`src/hdl/assert_macros.svh`:
```
// Assertion macros shared by the vector store RTL.
// Included by files that carry concurrent checks; depends on nothing else.
`ifndef ASSERT_MACROS_SVH
`define ASSERT_MACROS_SVH

// Clocked check that is switched off while the synchronous reset is low.
`define VSN_ASSERT(lbl, clk, rst_n, prop, msg) \
  lbl: assert property (@(posedge clk) disable iff (!rst_n) prop) else $error(msg);

// Clocked check that also holds across reset.
`define VSN_ASSERT_ALWAYS(lbl, clk, prop, msg) \
  lbl: assert property (@(posedge clk) prop) else $error(msg);

`endif

```
`src/hdl/vsn_pkg.sv`:
```
// Types and constants of the vector store with norms.
// Used by the controller, the datapath and the top level; depends on nothing.
`timescale 1ns / 1ps

package vsn_pkg;

  localparam int MAX_LENGTH = 16;
  localparam int IDX_W      = (MAX_LENGTH > 1) ? $clog2(MAX_LENGTH) : 1;
  localparam int LEN_W      = $clog2(MAX_LENGTH + 1);
  localparam int CFG_W      = 5;
  localparam int IN_IDX_W   = 5;
  localparam int VAL_W      = 16;
  localparam int CMP_W      = (IN_IDX_W > LEN_W) ? IN_IDX_W : LEN_W;
  localparam int MAG_W      = VAL_W;
  localparam int SQ_W       = 2 * MAG_W;
  localparam int SUM_W      = SQ_W + IDX_W;
  localparam int ROOT_W     = (SUM_W + 1) / 2;
  localparam int RAD_W      = 2 * ROOT_W;
  localparam int REM_W      = ROOT_W + 3;
  localparam int STEP_W     = $clog2(ROOT_W + 1);
  localparam int NORM_W     = 18;

  localparam logic [CFG_W-1:0] LEN_RESET = CFG_W'(16);

  typedef struct packed {
    logic                    write_enable;
    logic [IN_IDX_W-1:0]     write_index;
    logic signed [VAL_W-1:0] write_value;
    logic [IN_IDX_W-1:0]     read_index;
  } in_req_t;

  typedef struct packed {
    logic signed [VAL_W-1:0] read_value;
    logic [NORM_W-1:0]       euclid_norm;
    logic [MAG_W-1:0]        largest_magnitude;
    logic                    write_ignored;
  } out_res_t;

  typedef struct packed {
    logic             load;
    logic             rd_en;
    logic [IDX_W-1:0] rd_idx;
    logic             sqrt_init;
    logic             sqrt_step;
    logic             done;
  } dp_cmd_t;

  typedef struct packed {
    logic [LEN_W-1:0] len;
  } dp_status_t;

endpackage

```
`src/hdl/vsn_ram.sv`:
```
// Generic single-port-write, single-port-read RAM with registered read data.
// Stand-alone; used by the vector store datapath.
`timescale 1ns / 1ps

module vsn_ram #(
  parameter int WIDTH = 16,
  parameter int DEPTH = 16
) (
  input  logic                                          clk,
  input  logic                                          wr_en,
  input  logic [((DEPTH > 1) ? $clog2(DEPTH) : 1)-1:0]  wr_addr,
  input  logic [WIDTH-1:0]                              wr_data,
  input  logic [((DEPTH > 1) ? $clog2(DEPTH) : 1)-1:0]  rd_addr,
  output logic [WIDTH-1:0]                              rd_data
);

  logic [WIDTH-1:0] mem [DEPTH];
  logic [WIDTH-1:0] rd_data_r;

  always_ff @(posedge clk) begin
    if (wr_en) begin
      mem[wr_addr] <= wr_data;
    end
    rd_data_r <= mem[rd_addr];
  end

  assign rd_data = rd_data_r;

endmodule

```
`src/hdl/vsn_ctrl.sv`:
```
// Controller of the vector store: sequences the write, the walk over the
// stored entries, the square root and the result strobe. Uses vsn_pkg.
`timescale 1ns / 1ps

module vsn_ctrl (
  input  logic                clk,
  input  logic                rst_n,
  input  logic                start,
  output logic                busy,
  input  vsn_pkg::dp_status_t status,
  output vsn_pkg::dp_cmd_t    cmd
);

  typedef enum logic [6:0] {
    ST_IDLE   = 7'b0000001,
    ST_WALK   = 7'b0000010,
    ST_DRAIN1 = 7'b0000100,
    ST_DRAIN2 = 7'b0001000,
    ST_SQINIT = 7'b0010000,
    ST_SQRT   = 7'b0100000,
    ST_DONE   = 7'b1000000
  } state_t;

  localparam logic [vsn_pkg::STEP_W-1:0] STEP_LAST = vsn_pkg::STEP_W'(vsn_pkg::ROOT_W - 1);

  state_t                       state_r, state_nxt;
  logic [vsn_pkg::LEN_W-1:0]    idx_cnt_r, idx_cnt_nxt;
  logic [vsn_pkg::STEP_W-1:0]   step_cnt_r, step_cnt_nxt;
  logic [vsn_pkg::LEN_W-1:0]    idx_inc;

  assign idx_inc = vsn_pkg::LEN_W'(idx_cnt_r + 1'b1);

  always_comb begin
    state_nxt     = state_r;
    idx_cnt_nxt   = idx_cnt_r;
    step_cnt_nxt  = step_cnt_r;
    cmd           = '0;
    case (state_r)
      ST_IDLE: begin
        idx_cnt_nxt = '0;
        if (start) begin
          cmd.load = 1'b1;
          if (status.len == '0) begin
            state_nxt = ST_DRAIN1;
          end else begin
            state_nxt = ST_WALK;
          end
        end
      end
      ST_WALK: begin
        cmd.rd_en   = 1'b1;
        cmd.rd_idx  = idx_cnt_r[vsn_pkg::IDX_W-1:0];
        idx_cnt_nxt = idx_inc;
        if (idx_inc == status.len) begin
          state_nxt = ST_DRAIN1;
        end
      end
      ST_DRAIN1: begin
        state_nxt = ST_DRAIN2;
      end
      ST_DRAIN2: begin
        state_nxt = ST_SQINIT;
      end
      ST_SQINIT: begin
        cmd.sqrt_init = 1'b1;
        step_cnt_nxt  = '0;
        state_nxt     = ST_SQRT;
      end
      ST_SQRT: begin
        cmd.sqrt_step = 1'b1;
        step_cnt_nxt  = vsn_pkg::STEP_W'(step_cnt_r + 1'b1);
        if (step_cnt_r == STEP_LAST) begin
          state_nxt = ST_DONE;
        end
      end
      ST_DONE: begin
        cmd.done  = 1'b1;
        state_nxt = ST_IDLE;
      end
      default: begin
        state_nxt = ST_IDLE;
      end
    endcase
  end

  always_ff @(posedge clk) begin
    if (!rst_n) begin
      state_r    <= ST_IDLE;
      idx_cnt_r  <= '0;
      step_cnt_r <= '0;
    end else begin
      state_r    <= state_nxt;
      idx_cnt_r  <= idx_cnt_nxt;
      step_cnt_r <= step_cnt_nxt;
    end
  end

  assign busy = (state_r != ST_IDLE);

endmodule

```
`src/hdl/vsn_datapath.sv`:
```
// Datapath of the vector store: length register, coordinate RAM with valid
// bits, square-and-accumulate pipe, maximum tracker and a bit-serial square
// root. Uses vsn_pkg and vsn_ram.
`timescale 1ns / 1ps

module vsn_datapath (
  input  logic                        clk,
  input  logic                        rst_n,
  input  vsn_pkg::dp_cmd_t            cmd,
  output vsn_pkg::dp_status_t         status,
  input  vsn_pkg::in_req_t            in_req,
  input  logic                        cfg_wr,
  input  logic [vsn_pkg::CFG_W-1:0]   cfg_data,
  output vsn_pkg::out_res_t           out_res
);

  logic [vsn_pkg::CFG_W-1:0]         cfg_len_r;
  logic [vsn_pkg::LEN_W-1:0]         len_eff;
  logic                              wr_ok;
  logic                              ram_we;
  logic [vsn_pkg::IDX_W-1:0]         ram_raddr;
  logic [vsn_pkg::VAL_W-1:0]         ram_rdata;
  logic [vsn_pkg::MAX_LENGTH-1:0]    vld_r;
  logic                              vld_rd_r;

  logic [vsn_pkg::IN_IDX_W-1:0]      ridx_r;
  logic                              ign_r;
  logic signed [vsn_pkg::VAL_W-1:0]  rval_r;
  logic [vsn_pkg::MAG_W-1:0]         max_r;
  logic [vsn_pkg::SUM_W-1:0]         acc_r;

  logic                              p1_v_r;
  logic [vsn_pkg::IDX_W-1:0]         p1_idx_r;
  logic                              p2_v_r;
  logic [vsn_pkg::SQ_W-1:0]          sq_r;
  logic [vsn_pkg::VAL_W-1:0]         entry;
  logic [vsn_pkg::MAG_W-1:0]         mag;

  logic [vsn_pkg::RAD_W-1:0]         rad_r;
  logic [vsn_pkg::REM_W-1:0]         rem_r;
  logic [vsn_pkg::ROOT_W-1:0]        root_r;
  logic [vsn_pkg::REM_W-1:0]         rem_sh;
  logic [vsn_pkg::REM_W-1:0]         trial;

  assign len_eff = (vsn_pkg::CMP_W'(cfg_len_r) > vsn_pkg::CMP_W'(vsn_pkg::MAX_LENGTH)) ?
                   vsn_pkg::LEN_W'(vsn_pkg::MAX_LENGTH) : vsn_pkg::LEN_W'(cfg_len_r);
  assign status.len = len_eff;

  assign wr_ok  = vsn_pkg::CMP_W'(in_req.write_index) < vsn_pkg::CMP_W'(len_eff);
  assign ram_we = cmd.load && in_req.write_enable && wr_ok;
  assign ram_raddr = cmd.rd_idx;

  vsn_ram #(
    .WIDTH (vsn_pkg::VAL_W),
    .DEPTH (vsn_pkg::MAX_LENGTH)
  ) u_store (
    .clk     (clk),
    .wr_en   (ram_we),
    .wr_addr (in_req.write_index[vsn_pkg::IDX_W-1:0]),
    .wr_data (in_req.write_value),
    .rd_addr (ram_raddr),
    .rd_data (ram_rdata)
  );

  assign entry = vld_rd_r ? ram_rdata : '0;
  assign mag   = entry[vsn_pkg::VAL_W-1] ? vsn_pkg::MAG_W'(~entry + 1'b1)
                                          : vsn_pkg::MAG_W'(entry);

  assign rem_sh = {rem_r[vsn_pkg::REM_W-3:0], rad_r[vsn_pkg::RAD_W-1 -: 2]};
  assign trial  = vsn_pkg::REM_W'({root_r, 2'b01});

  always_ff @(posedge clk) begin
    if (!rst_n) begin
      cfg_len_r <= vsn_pkg::LEN_RESET;
      vld_r     <= '0;
      p1_v_r    <= 1'b0;
      p2_v_r    <= 1'b0;
    end else begin
      if (cfg_wr) begin
        cfg_len_r <= cfg_data;
      end
      if (ram_we) begin
        vld_r[in_req.write_index[vsn_pkg::IDX_W-1:0]] <= 1'b1;
      end
      p1_v_r <= cmd.rd_en;
      p2_v_r <= p1_v_r;
    end
  end

  always_ff @(posedge clk) begin
    vld_rd_r <= vld_r[ram_raddr];
    p1_idx_r <= cmd.rd_idx;
    sq_r     <= mag * mag;

    if (cmd.load) begin
      ridx_r <= in_req.read_index;
      ign_r  <= in_req.write_enable && !wr_ok;
      rval_r <= '0;
      max_r  <= '0;
      acc_r  <= '0;
    end else begin
      if (p1_v_r) begin
        if (mag > max_r) begin
          max_r <= mag;
        end
        if (vsn_pkg::CMP_W'(p1_idx_r) == vsn_pkg::CMP_W'(ridx_r)) begin
          rval_r <= entry;
        end
      end
      if (p2_v_r) begin
        acc_r <= acc_r + vsn_pkg::SUM_W'(sq_r);
      end
    end

    if (cmd.sqrt_init) begin
      rad_r  <= vsn_pkg::RAD_W'(acc_r);
      rem_r  <= '0;
      root_r <= '0;
    end else if (cmd.sqrt_step) begin
      rad_r <= rad_r << 2;
      if (rem_sh >= trial) begin
        rem_r  <= rem_sh - trial;
        root_r <= {root_r[vsn_pkg::ROOT_W-2:0], 1'b1};
      end else begin
        rem_r  <= rem_sh;
        root_r <= {root_r[vsn_pkg::ROOT_W-2:0], 1'b0};
      end
    end
  end

  assign out_res.read_value        = rval_r;
  assign out_res.euclid_norm       = root_r[vsn_pkg::NORM_W-1:0];
  assign out_res.largest_magnitude = max_r;
  assign out_res.write_ignored     = ign_r;

endmodule

```
`src/hdl/vector_store_with_norms_unit.sv`:
```
// Top level of the vector store with Euclidean and maximum norms.
// Joins vsn_ctrl and vsn_datapath; uses vsn_pkg and assert_macros.svh.
//
// A request is taken when start is high and busy is low; it may write one
// coordinate and reads one back, then the block walks the first
// vector_length entries through the single read port of the coordinate RAM
// and takes the square root one result bit per cycle. The result appears on
// out_res for exactly one cycle with out_valid high, and busy falls in the
// cycle after that, so a new request is taken only after the last result
// has been shown. The receiver cannot stall and must take the result in
// the cycle it is shown. The length register may be written through the
// cfg channel whenever the block is idle; cfg_ready is always high.
`timescale 1ns / 1ps
`include "assert_macros.svh"

module vector_store_with_norms_unit (
  input  logic                       clk,
  input  logic                       rst_n,
  input  logic                       start,
  output logic                       busy,
  input  vsn_pkg::in_req_t           in_req,
  output logic                       out_valid,
  output vsn_pkg::out_res_t          out_res,
  input  logic                       cfg_valid,
  output logic                       cfg_ready,
  input  logic [vsn_pkg::CFG_W-1:0]  cfg_data
);

  vsn_pkg::dp_cmd_t    cmd;
  vsn_pkg::dp_status_t status;
  logic                norm_covers_max;

  assign cfg_ready = 1'b1;
  assign out_valid = cmd.done;

  vsn_ctrl u_ctrl (
    .clk    (clk),
    .rst_n  (rst_n),
    .start  (start),
    .busy   (busy),
    .status (status),
    .cmd    (cmd)
  );

  vsn_datapath u_dp (
    .clk      (clk),
    .rst_n    (rst_n),
    .cmd      (cmd),
    .status   (status),
    .in_req   (in_req),
    .cfg_wr   (cfg_valid && cfg_ready),
    .cfg_data (cfg_data),
    .out_res  (out_res)
  );

  assign norm_covers_max =
    (out_res.euclid_norm >= vsn_pkg::NORM_W'(out_res.largest_magnitude));

  `VSN_ASSERT(a_strobe_single, clk, rst_n, out_valid |=> !out_valid, "result strobe too long")
  `VSN_ASSERT(a_accept_busy, clk, rst_n, (start && !busy) |=> busy, "not busy after a request")
  `VSN_ASSERT(a_norm_ge_max, clk, rst_n, out_valid |-> norm_covers_max, "norm below largest magnitude")
  `VSN_ASSERT_ALWAYS(a_reset_idle, clk, !rst_n |=> !busy, "block busy after reset")

endmodule
```
`config.mk`:
```
export PLATFORM = sky130hd
export DESIGN_NAME = vector_store_with_norms_unit
export DESIGN_NICKNAME = d
export VERILOG_FILES = /design/src/hdl/vsn_pkg.sv /design/src/hdl/vsn_ram.sv /design/src/hdl/vsn_ctrl.sv /design/src/hdl/vsn_datapath.sv /design/src/hdl/vector_store_with_norms_unit.sv
export VERILOG_INCLUDE_DIRS = /design/src /design/src/hdl
export SDC_FILE = /design/constraint.sdc
export NUM_CORES = 1
export LEC_CHECK = 0
export ABC_CLOCK_PERIOD_IN_PS = 24500
export BUFFER_PORTS_ARGS = -buffer_cell sky130_fd_sc_hd__buf_2
export CORE_ASPECT_RATIO = 2
export CORE_MARGIN = 2
export CORE_UTILIZATION = 35
export CTS_BUF_LIST = sky130_fd_sc_hd__clkbuf_4 sky130_fd_sc_hd__clkbuf_8
export CTS_CLUSTER_DIAMETER = 150
export DETAILED_ROUTE_END_ITERATION = 6
export PLACE_DENSITY = 0.47
export SLEW_MARGIN = 20
export SYNTH_ARGS = -nofsm -noshare
export SYNTH_HDL_FRONTEND = slang
export SYNTH_SLANG_ARGS = --single-unit
export TNS_END_PERCENT = 50
```
`constraint.sdc`:
```
create_clock -name clk -period 24.5 [get_ports clk]
set_input_delay 3.675 -clock clk [delete_from_list [all_inputs] [get_ports clk]]
set_output_delay 3.675 -clock clk [all_outputs]
set_load 0.01 [all_outputs]
```
==> reports/results.ini, run 1 <==
[synthesis]
synth_area_per_cell_sq_um = 10.58
yosys.area.top_type_share_pct = 30.64
ys_warn_count = 0
yosysMostFrequentCell = inv_1
syn_inst = 2760
ys_types = 77
ys_seq_area_share_pct = 44.14
ys_ff_latch = 495
netlist_area_sq_mm = 0.02921
synth_edf_count = 298
synth_area_leaders = edfxtp_1 (31%), dfxtp_1 (14%), fa_1 (11%), ha_1 (7.3%), inv_1 (3.9%)
synth_commonest_cells = inv_1 (306), edfxtp_1 (298), nor2_1 (213)
synth_ff_type = edfxtp_1
synthArstFlopShare_pct = 0
yosys.area.top_type = edfxtp_1

[clock_network]
cts_resized = 0
cts_hold_buf = 0
clk_pin_slew_ps = 70
clock_path_buffers = 3
cts_setup_buffers = 0
cts_max_level = 3
cts_made_buffers = 79
cts_tree = done
clock_latency_ps = 760
cts_root_buf = clkbuf_8
cts_sinks = 495

[flow_run]
max-cap-violations = 0

[setup_path]
regToRegSetupSlack_ps = 15170
cp_max_fo = 34
cp-end-kind = flop
worstSetupPathType = reg2reg
worst_r2r_path_depth = 32
critPathArrivalTime_ps = 10000
path_buf_inv = 7
regToRegEndpoint = u_dp.sq_r[30]
timing.rr.start = u_dp.vld_rd_r
cp_top_family = adder cells
critPathSlowestCell = nand2_1
crit_required_ps = 25170
max_stage_delay_ps = 590
start_kind = flop

[floorplan]
initial_core_util_pct = 35.37
pin_count = 90
die_w_um = 208.3
die-area_sq_mm = 0.08592
die_h_um = 412.5
core_area_sq_mm = 0.08259
placementRows = 149

[timing]
finalSetupViolCount = 0
fin_crit_ps = 9330
fin_crit_sh_pct = 38.08
slew_headroom_pct = 25.57
rsz0062_at_grt = false
fin_skew_ps = 52.86
slew_violations = 0
timing_worst_slew_pin_value_ps = 1088
fmax_ghz = 0.1072
finalSetupTns_ps = 0
hold_viol_final = 0

[place]
post_dp_cell_area_sq_mm = 0.03088
numPortBuffers = 88
dp.cells = 3830
hpwl_um = 60430
routabilityCongestion = 0.8555

[drt]
drt_iter0_markers = 859
viasPerCell = 5.107
drtAntennaViolNets = 0
firstDrtPassIters = 5
route.detailed.wl_per_inst_um = 20.66
drc = 0
num_vias = 20305
wl_um = 82130

[global_route]
grt_overflow = 0
antenna_found_initial = 3
grt_pass1_wl_um = 124800
grt_usage_pct = 19.21
grt_pass1_vias = 21747
grt_max_degree = 74

[finish]
stdcell_count = 3976
postLayoutCellArea_sq_mm = 0.03259
multi_input_area_sq_mm = 0.01474
layout-drive-gt1-share_pct = 13.30
layout.nets = 3226
nFillCells = 8095
seqCellArea_sq_mm = 0.01290
syn2layout_area_growth_pct = 11.58
final_core_util_pct = 39.46

[power]
power.density_mw_per_mm2 = 53.84
ir_drop_mv = 0.05758
p_leak_nw = 14.08

[min_path]
hold_depth = 2
hp-class = reg2reg
hp-start = u_dp.vld_r[4]
min_to = u_dp.vld_r[4]

[run_status]
outcome = finished clean

flip-flops by register name, summed over array words and instances (netlist names):
register	cells
u_dp.sq_r	31
u_dp.acc_r	36
u_dp.ign_r	1
u_dp.rad_r	36
u_dp.vld_r	16
u_dp.p1_idx_r	4
u_dp.p1_v_r	1
u_ctrl.state_r	7
u_dp.p2_v_r	1
u_ctrl.idx_cnt_r	5
u_dp.cfg_len_r	5
u_dp.u_store.rd_data	16
u_dp.ridx_r	5
u_dp.rval_r	16
u_ctrl.step_cnt_r	5
u_dp.vld_rd_r	1
u_dp.max_r	16
u_dp.root_r	18
u_dp.u_store.mem	256
u_dp.rem_r	19
worst max-delay path by stage:
stage | start | end | slack [ps] | cells after the start
2_1_floorplan | u_dp.vld_rd_r | u_dp.sq_r[30] | 15790 | 33
3_3_place_gp | u_dp.vld_rd_r | u_dp.sq_r[30] | 15280 | 32
3_5_place_dp | u_dp.vld_rd_r | u_dp.sq_r[30] | 15200 | 32
4_1_cts | u_dp.vld_rd_r | u_dp.sq_r[30] | 15180 | 32
5_1_grt | u_dp.vld_rd_r | u_dp.sq_r[30] | 14720 | 32
6_report | u_dp.vld_rd_r | u_dp.sq_r[30] | 15170 | 32
layout by cell type (no fill, tap or decap), types with 34 or more instances in the layout:
master and count:
a21o_1 51, a21oi_1 183, a31oi_1 34, buf_2 88
buf_4 37, clkbuf_8 94, dfxtp_1 194, edfxtp_1 298
fa_1 165, ha_1 171, inv_1 305, mux2_2 86
mux2i_1 87, nand2_1 198, nand3_1 45, nor2_1 213
nor2b_1 50, o21ai_0 150, xnor2_1 61, xor2_1 37
per-stage QoR:
step,total power [mW],hold slack [ps],worst slack [ps]
after floorplan,0.9658,417.3,15790
after global placement,0.9988,427.8,15280
after detailed placement,1.000,438.8,15200
after CTS,1.791,453.1,15180
after global routing,1.824,482.8,14720
final,1.755,450.0,15170
kinds of logic (layout without fill, tap and decap cells):
family / Yosys count / count (layout) / synth area share [%]
and+or+nand+nor: 641 / 641 / 10.22
AOI/OAI and AO/OA: 575 / 575 / 11.94
DFF: 495 / 495 / 44.14
buffers and inverters: 439 / 587 / 5.706
adders and majority gates: 336 / 336 / 18.63
muxes: 173 / 173 / 6.297
xor gates and xnor gates: 99 / 99 / 3.033
other: 2 / 13 / 0.02571
layer usage:
layer  share of wire [%]  up-vias  track usage (%)
met5                   0        -                0
met4                 4.9        0            10.39
met3                 3.0      179            2.558
met2                  57      397            38.88
met1                  35     9984            18.38
li1                    -     9745                -
worst register-to-register path, delay by kind of cell (launching register included):
family / cells / cell delay (ps)
XOR/XNOR: 2 / 280
AO/OA/AOI/OAI: 5 / 1000
AND/OR/NAND/NOR: 10 / 3250
adder cells (fa/ha/maj): 8 / 3690
flip-flops: 1 / 300
buffers and inverters: 7 / 710
final cells by class:
| cell class | instances | share of cell area, % |
|---|---|---|
| Clock inverter | 34 | 0.8868 |
| Sequential cell | 495 | 39.58 |
| Clock buffer | 111 | 4.361 |
| Antenna cell | 1 | 0.007678 |
| Timing Repair Buffer | 126 | 2.238 |
| Inverter | 316 | 3.647 |
| Multi-Input combinational cell | 1836 | 45.22 |
| Tap cell | 1057 | 4.058 |
report_power, final:
| part | total, mW | leakage, nW | switching (mW) | internal [mW] |
|---|---|---|---|---|
| Combinational | 0.0855 | 8.88 | 0.0585 | 0.0270 |
| Clock | 0.774 | 0.918 | 0.361 | 0.413 |
| Sequential | 0.896 | 4.28 | 0.00702 | 0.889 |
| Total | 1.75 | 14.1 | 0.426 | 1.33 |
(Power assumes the default switching activity.)
==> run 2, diff against run 1 <==
--- a/config.mk
+++ b/config.mk
@@ -6,7 +6,7 @@
 export SDC_FILE = /design/constraint.sdc
 export NUM_CORES = 1
 export LEC_CHECK = 0
-export ABC_CLOCK_PERIOD_IN_PS = 24500
+export ABC_CLOCK_PERIOD_IN_PS = 8460
 export BUFFER_PORTS_ARGS = -buffer_cell sky130_fd_sc_hd__buf_2
 export CORE_ASPECT_RATIO = 2
 export CORE_MARGIN = 2
@@ -14,7 +14,7 @@
 export CTS_BUF_LIST = sky130_fd_sc_hd__clkbuf_4 sky130_fd_sc_hd__clkbuf_8
 export CTS_CLUSTER_DIAMETER = 150
 export DETAILED_ROUTE_END_ITERATION = 6
-export PLACE_DENSITY = 0.47
+export PLACE_DENSITY = 0.49
 export SLEW_MARGIN = 20
 export SYNTH_ARGS = -nofsm -noshare
 export SYNTH_HDL_FRONTEND = slang
==> constraint.sdc (replaced) <==
create_clock -name clk -period 8.46 [get_ports clk]
set_input_delay 1.269 -clock clk [delete_from_list [all_inputs] [get_ports clk]]
set_output_delay 1.269 -clock clk [all_outputs]
set_load 0.01 [all_outputs]
==> reports/results.ini, run 2 (synthesis gave the netlist of run 1 again) <==
[global_route]
antenna_found_initial = 2  ; was 3
grt_pass1_wl_um = 125600  ; was 124800 um
grt_overflow = 0  ; unchanged
grt_pass1_vias = 21962  ; was 21747
grt_max_degree = 77  ; was 74
grt_usage_pct = 19.17  ; was 19.21%

[timing]
fin_crit_sh_pct = 94.98  ; was 38.08%
rsz0062_at_grt = false  ; unchanged
slew_violations = 0  ; unchanged
worst_slack_ps = 424.5  ; was 15170 ps
slew_headroom_pct = 25.14  ; was 25.57%
fmax_ghz = 0.1244  ; was 0.1072 GHz
fin_crit_ps = 8035  ; was 9330 ps
fin_skew_ps = 32.59  ; was 52.86 ps
hold_viol_final = 0  ; unchanged
finalSetupTns_ps = 0  ; unchanged
finalSetupViolCount = 0  ; unchanged
timing_worst_slew_pin_value_ps = 1122  ; was 1088 ps

[setup_path]
worstSetupPathType = reg2reg  ; unchanged
start_kind = flop  ; unchanged
cp-end-kind = flop  ; unchanged
crit_required_ps = 9120  ; was 25170 ps
max_stage_delay_ps = 590  ; about the same
critPathArrivalTime_ps = 8700  ; was 10000 ps
critPathLaunch = u_dp.u_store.rd_data[3]  ; was u_dp.vld_rd_r
timing.rr.start = u_dp.u_store.rd_data[3]  ; was u_dp.vld_rd_r
critPathSlowestCell = fa_1  ; was nand2_1
cp_max_fo = 6  ; was 34

[power]
p_int_mw = 3.871  ; was 1.329 mW
total_power_mw = 5.058  ; was 1.755 mW
ir_drop_mv = 0.1330  ; was 0.05758 mV
power.share.sequential_pct = 51.3  ; was 51.0%
p_sw_mw = 1.187  ; was 0.4261 mW
clkPwrFrac_pct = 43.7  ; was 44.1%
p_comb_share_pct = 5.0  ; was 4.9%
power.density_mw_per_mm2 = 154.2  ; was 53.84 mW/mm^2
switching_share_pct = 23.46  ; was 24.28%
p_leak_nw = 14.16  ; was 14.08 nW

[place]
routabilityCongestion = 0.8681  ; was 0.8555
hpwl_um = 60470  ; was 60430 um
numPortBuffers = 88  ; unchanged
place_ws_ps = 183.5  ; was 15200 ps
dp.cells = 3850  ; was 3830

[floorplan]
initial_core_util_pct = 35.37  ; unchanged
die-area_sq_mm = 0.08592  ; unchanged
placementRows = 149  ; unchanged
pin_count = 90  ; unchanged
core_area_sq_mm = 0.08259  ; unchanged
die_h_um = 412.5  ; unchanged
die_w_um = 208.3  ; unchanged

[finish]
syn2layout_area_growth_pct = 12.26  ; was 11.58%
layout-drive-gt1-share_pct = 14.17  ; was 13.30%
layout.nets = 3246  ; was 3226
top_register = u_dp.u_store.mem  ; unchanged
final_cell_mix = inv_1 (305), edfxtp_1 (298), nor2_1 (210), nand2_1 (197), dfxtp_1 (194)  ; was inv_1 (305), edfxtp_1 (298), nor2_1 (213), nand2_1 (198), dfxtp_1 (194)
largest_reg_flops = 256  ; unchanged
stdcell_count = 3995  ; was 3976
top_regs = u_dp.u_store.mem (256), u_dp.acc_r (36), u_dp.rad_r (36)  ; unchanged
final_common_cell = inv_1  ; unchanged

[drt]
wl_um = 81440  ; was 82130 um
drtAntennaViolNets = 0  ; unchanged
num_vias = 20545  ; was 20305
viasPerCell = 5.143  ; was 5.107
firstDrtPassIters = 6  ; was 5
route.detailed.wl_per_inst_um = 20.39  ; was 20.66 um
drc = 0  ; unchanged
drt_iter0_markers = 953  ; was 859

[flow_run]
max-cap-violations = 0  ; unchanged

[min_path]
hp-start = u_dp.vld_r[4]  ; unchanged
hp-class = reg2reg  ; unchanged

[clock_network]
cts_root_buf = clkbuf_8  ; unchanged
cts_tree = done  ; unchanged
clk_pin_slew_ps = 70  ; about the same
cts_max_level = 3  ; unchanged
clock_latency_ps = 730  ; was 760 ps
cts_made_buffers = 78  ; was 79
clock_path_buffers = 3  ; unchanged
cts_hold_buf = 0  ; unchanged
cts_sinks = 495  ; unchanged

[run_status]
outcome = finished clean  ; unchanged

==> run 2: cell count changes in the layout (fill, tap and decap cells not counted), moves of 3 or more <==
cell / change
clkbuf_4: +7
buf_4: +22
clkinvlp_4: +4
clkinv_2: -9
nor2_1: -3
==> run 2: power groups by stage <==
| stage | registers (mW) | clock network (mW) | logic (mW) |
|---|---|---|---|
| 2_1_floorplan | 2.64 | 0 | 0.160 |
| 3_5_place_dp | 2.65 | 0 | 0.250 |
| 6_report | 2.60 | 2.21 | 0.251 |
| 4_1_cts | 2.60 | 2.28 | 0.252 |
| 5_1_grt | 2.60 | 2.38 | 0.279 |
| 3_3_place_gp | 2.65 | 0 | 0.247 |
==> run 2: timing repair <==
action	CTS	global route
gates resized for setup	0	11
setup endpoints to repair	0	1
buffers inserted	0	1
==> run 2: through the flow <==
step	instance area (sq um)	hold WS, ps	utilization (%)
after floorplan	29250	417.3	-
after global placement	31030	427.6	37.58
after detailed placement	31030	436.9	37.58
after CTS	32720	450.4	39.62
after global routing	32780	476.3	39.70
final	32790	449.6	39.70
==> run 2: per-layer routing <==
layer	up-vias	GRT usage, %	wire, um
li1	9793	-	-
met1	10139	18.49	28580
met2	430	39.02	46660
met3	183	2.680	2538
met4	0	9.278	3667
met5	-	0	0
==> run 2: path summary, 6_finish.rpt <==
check / slack [ps] / end / cells after the start
setup / recovery: 420 / u_dp.sq_r[30] / 30
hold / removal: 450 / u_dp.vld_r[4] / 2
setup reg to reg: 420 / u_dp.sq_r[30] / 30
hold reg to reg: 450 / u_dp.vld_r[4] / 2
==> run 2: worst max-delay path, delay by kind of cell, from the launching register on <==
family          cells  cell delay (ps)
fa+ha+maj           7             3380
simple gates        9             2430
compound gates      6             1120
buf+inv             6              380
flops               1              360
xor+xnor            2              290
==> run 2: area by class of cell <==
type,instances,area [sq um]
fillers,8080,49800
clock buffers,119,1488
repair buffers,147,883.3
clock inverters,22,196.4
diodes,3,7.507
inverters,316,1192
well taps,1057,1323
multi-input cells,1836,14800
flip-flops and latches,495,12900
==> run 3, diff against run 2 <==
--- a/config.mk
+++ b/config.mk
@@ -13,10 +13,13 @@
 export CORE_UTILIZATION = 35
 export CTS_BUF_LIST = sky130_fd_sc_hd__clkbuf_4 sky130_fd_sc_hd__clkbuf_8
 export CTS_CLUSTER_DIAMETER = 150
+export CTS_CLUSTER_SIZE = 10
 export DETAILED_ROUTE_END_ITERATION = 6
+export MAX_ROUTING_LAYER = met4
 export PLACE_DENSITY = 0.49
 export SLEW_MARGIN = 20
 export SYNTH_ARGS = -nofsm -noshare
 export SYNTH_HDL_FRONTEND = slang
+export SYNTH_HIERARCHICAL = 1
 export SYNTH_SLANG_ARGS = --single-unit
 export TNS_END_PERCENT = 50
==> reports/results.ini, run 3 <==
[run_status]
outcome = finished clean  ; unchanged

[drt]
viasPerCell = 5.112  ; was 5.143
route.detailed.wl_per_inst_um = 20.92  ; was 20.39 um
firstDrtPassIters = 5  ; was 6
num_vias = 18726  ; was 20545
drtAntennaViolNets = 0  ; unchanged
wl_um = 76640  ; was 81440 um
drt_iter0_markers = 930  ; was 953
drc = 0  ; unchanged

[timing]
fin_skew_ps = 46.14  ; was 32.59 ps
fmax_ghz = 0.1246  ; was 0.1244 GHz
hold_viol_final = 0  ; unchanged
timing_worst_slew_pin_value_ps = 1021  ; was 1122 ps
slew_headroom_pct = 31.93  ; was 25.14%
slew_violations = 0  ; unchanged
fin_crit_sh_pct = 94.85  ; was 94.98%
finalSetupViolCount = 0  ; unchanged
fin_crit_ps = 8024  ; was 8035 ps

[finish]
final_common_cell = edfxtp_1  ; was inv_1
stdcell_count = 3663  ; was 3995
largest_reg_flops = 256  ; unchanged
layout-drive-gt1-share_pct = 15.28  ; was 14.17%
final_core_util_pct = 38.94  ; was 39.70%
syn2layout_area_growth_pct = 10.09  ; was 12.26%
layout.nets = 2942  ; was 3246
top_regs = u_dp/u_store/mem (256), u_dp/acc_r (36), u_dp/rad_r (36)  ; was u_dp.u_store.mem (256), u_dp.acc_r (36), u_dp.rad_r (36)
final_cell_mix = edfxtp_1 (298), inv_1 (285), nor2_1 (202), dfxtp_1 (196), ha_1 (171)  ; was inv_1 (305), edfxtp_1 (298), nor2_1 (210), nand2_1 (197), dfxtp_1 (194)
top_register = u_dp/u_store/mem  ; was u_dp.u_store.mem
nFillCells = 8022  ; was 8080

[power]
p_leak_nw = 13.22  ; was 14.16 nW
power.density_mw_per_mm2 = 143.6  ; was 154.2 mW/mm^2
ir_drop_mv = 0.1345  ; was 0.1330 mV

[floorplan]
initial_core_util_pct = 35.37  ; about the same
pin_count = 90  ; unchanged
die_w_um = 206.9  ; was 208.3 um
die-area_sq_mm = 0.08479  ; was 0.08592 sq mm
die_h_um = 409.8  ; was 412.5 um
core_area_sq_mm = 0.08148  ; was 0.08259 sq mm
placementRows = 148  ; was 149

[place]
dp.cells = 3561  ; was 3850
routabilityCongestion = 0.8827  ; was 0.8681
hpwl_um = 56520  ; was 60470 um
numPortBuffers = 88  ; unchanged

[setup_path]
cp-end-kind = flop  ; unchanged
worstSetupPathType = reg2reg  ; unchanged
cp_max_fo = 9  ; was 6
max_stage_delay_ps = 550  ; was 590 ps
cpMostUsedCell = fa_1
critPathSlowestCell = fa_1  ; unchanged
critPathArrivalTime_ps = 8600  ; was 8700 ps
start_kind = flop  ; unchanged
crit_required_ps = 9040  ; was 9120 ps

[global_route]
antenna_found_initial = 1  ; was 2
grt_overflow = 0  ; unchanged
use_met2_pct = 35.91  ; was 39.02%
grt_pass1_vias = 20468  ; was 21962
grt_use_met3_pct = 2.561  ; was 2.680%
use_met1_pct = 19.12  ; was 18.49%
grt_usage_pct = 18.86  ; was 19.17%
grt_pass1_wl_um = 117900  ; was 125600 um
grt_max_degree = 78  ; was 77
top_usage_layer = met2  ; unchanged

[synthesis]
syn_inst = 2471  ; was 2760
ys_warn_count = 6  ; was 0
synthArstFlopShare_pct = 0  ; unchanged
synth_area_per_cell_sq_um = 11.66  ; was 10.58 sq um
yosys.area.top_type_share_pct = 31.05  ; was 30.64%
ys_ff_latch = 495  ; unchanged
ys_types = 91  ; was 77
ys_seq_area_share_pct = 44.74  ; was 44.14%
synth_commonest_cells = edfxtp_1 (298), inv_1 (286), nor2_1 (214)  ; was inv_1 (306), edfxtp_1 (298), nor2_1 (213)
synth_area_leaders = edfxtp_1 (31%), dfxtp_1 (14%), fa_1 (12%), ha_1 (7.4%), mux4_2 (4.6%)  ; was edfxtp_1 (31%), dfxtp_1 (14%), fa_1 (11%), ha_1 (7.3%), inv_1 (3.9%)
yosys.area.top_type = edfxtp_1  ; unchanged
synth_ff_type = edfxtp_1  ; unchanged
yosysMostFrequentCell = edfxtp_1  ; was inv_1
netlist_area_sq_mm = 0.02882  ; was 0.02921 sq mm
synth_edf_count = 298  ; unchanged

[clock_network]
cts_max_level = 2  ; was 3
cts_root_buf = clkbuf_8  ; unchanged
cts_tree = done  ; unchanged
clock_path_buffers = 3  ; unchanged
cts_sinks = 495  ; unchanged
cts_hold_buf = 0  ; unchanged
clk_pin_slew_ps = 90  ; was 70 ps
clock_latency_ps = 710  ; was 730 ps
cts_made_buffers = 55  ; was 78

[min_path]
hp-class = reg2reg  ; unchanged

[flow_run]
max-cap-violations = 0  ; unchanged

-- run 3: logic make-up after synthesis --
group	count (synthesis)	share of synthesized area (%)
compound gates	364	8.531
xor+xnor	100	3.065
fa+ha+maj	337	18.96
buf+inv	414	5.622
flops	495	44.74
mux	181	9.578
other cells	3	0.03907
simple gates	577	9.473
-- run 3: worst paths after layout --
kind | slack [ps] | endpoint | cells past startpoint | start
hold reg to reg | 460 | u_dp/rval_r[11] | 2 | u_dp/rval_r[11]
setup reg to reg | 440 | u_dp/sq_r[28] | 27 | u_dp/u_store/rd_data[3]
setup / recovery | 440 | u_dp/sq_r[28] | 27 | u_dp/u_store/rd_data[3]
hold / removal | 460 | u_dp/rval_r[11] | 2 | u_dp/rval_r[11]
-- run 3: where the power goes --
part           switching, mW  internal [mW]
registers             0.0188           2.57
logic                  0.177          0.101
clock network          0.897          0.790
-- run 3: final cells by class --
| class | count | area (sq um) | share of cell area, % |
|---|---|---|---|
| Timing Repair Buffer | 132 | 770.7 | 2.429 |
| Antenna cell | 1 | 2.502 | 0.007888 |
| Inverter | 313 | 1176 | 3.707 |
| Clock inverter | 4 | 35.03 | 0.1104 |
| Clock buffer | 96 | 1065 | 3.356 |
| Sequential cell | 495 | 12890 | 40.64 |
| Tap cell | 1050 | 1314 | 4.141 |
| Multi-Input combinational cell | 1572 | 14470 | 45.61 |
-- run 3: routing by layer --
metal  vias up  part of all wire, %
met5         -                    0
met4         0                  3.9
met3       133                  3.3
met2       316                   56
met1      9504                   36
li1       8773                    -
-- run 3: metrics by stage --
stage	instance area, sq um	TNS, ps	worst slack, ps	power [mW]	hold slack [ps]
floorplan	28860	0	309.0	2.830	435.1
global placement	30580	0	307.9	2.920	440.3
detailed placement	30580	0	236.2	2.925	442.5
CTS	31680	0	204.7	4.642	457.8
global route	31730	-50.59	-26.34	4.740	482.2
finish	31730	0	435.6	4.556	455.0
-- run 3: worst max-delay path: cells and delay by family, from the launching register on --
family,cells,cell delay [ps]
adder cells (fa/ha/maj),7,3520
AND/OR/NAND/NOR,7,1670
XOR/XNOR,1,130
multiplexers,1,460
AO/OA/AOI/OAI,7,1430
flip-flops,1,340
buffers and inverters,4,340
-- run 3: timing repair --
action                     in CTS  in global routing
setup endpoints to repair       0                  2
resized for setup               0                  6
hold endpoints to repair        0                  0
setup buffers                   0                  0
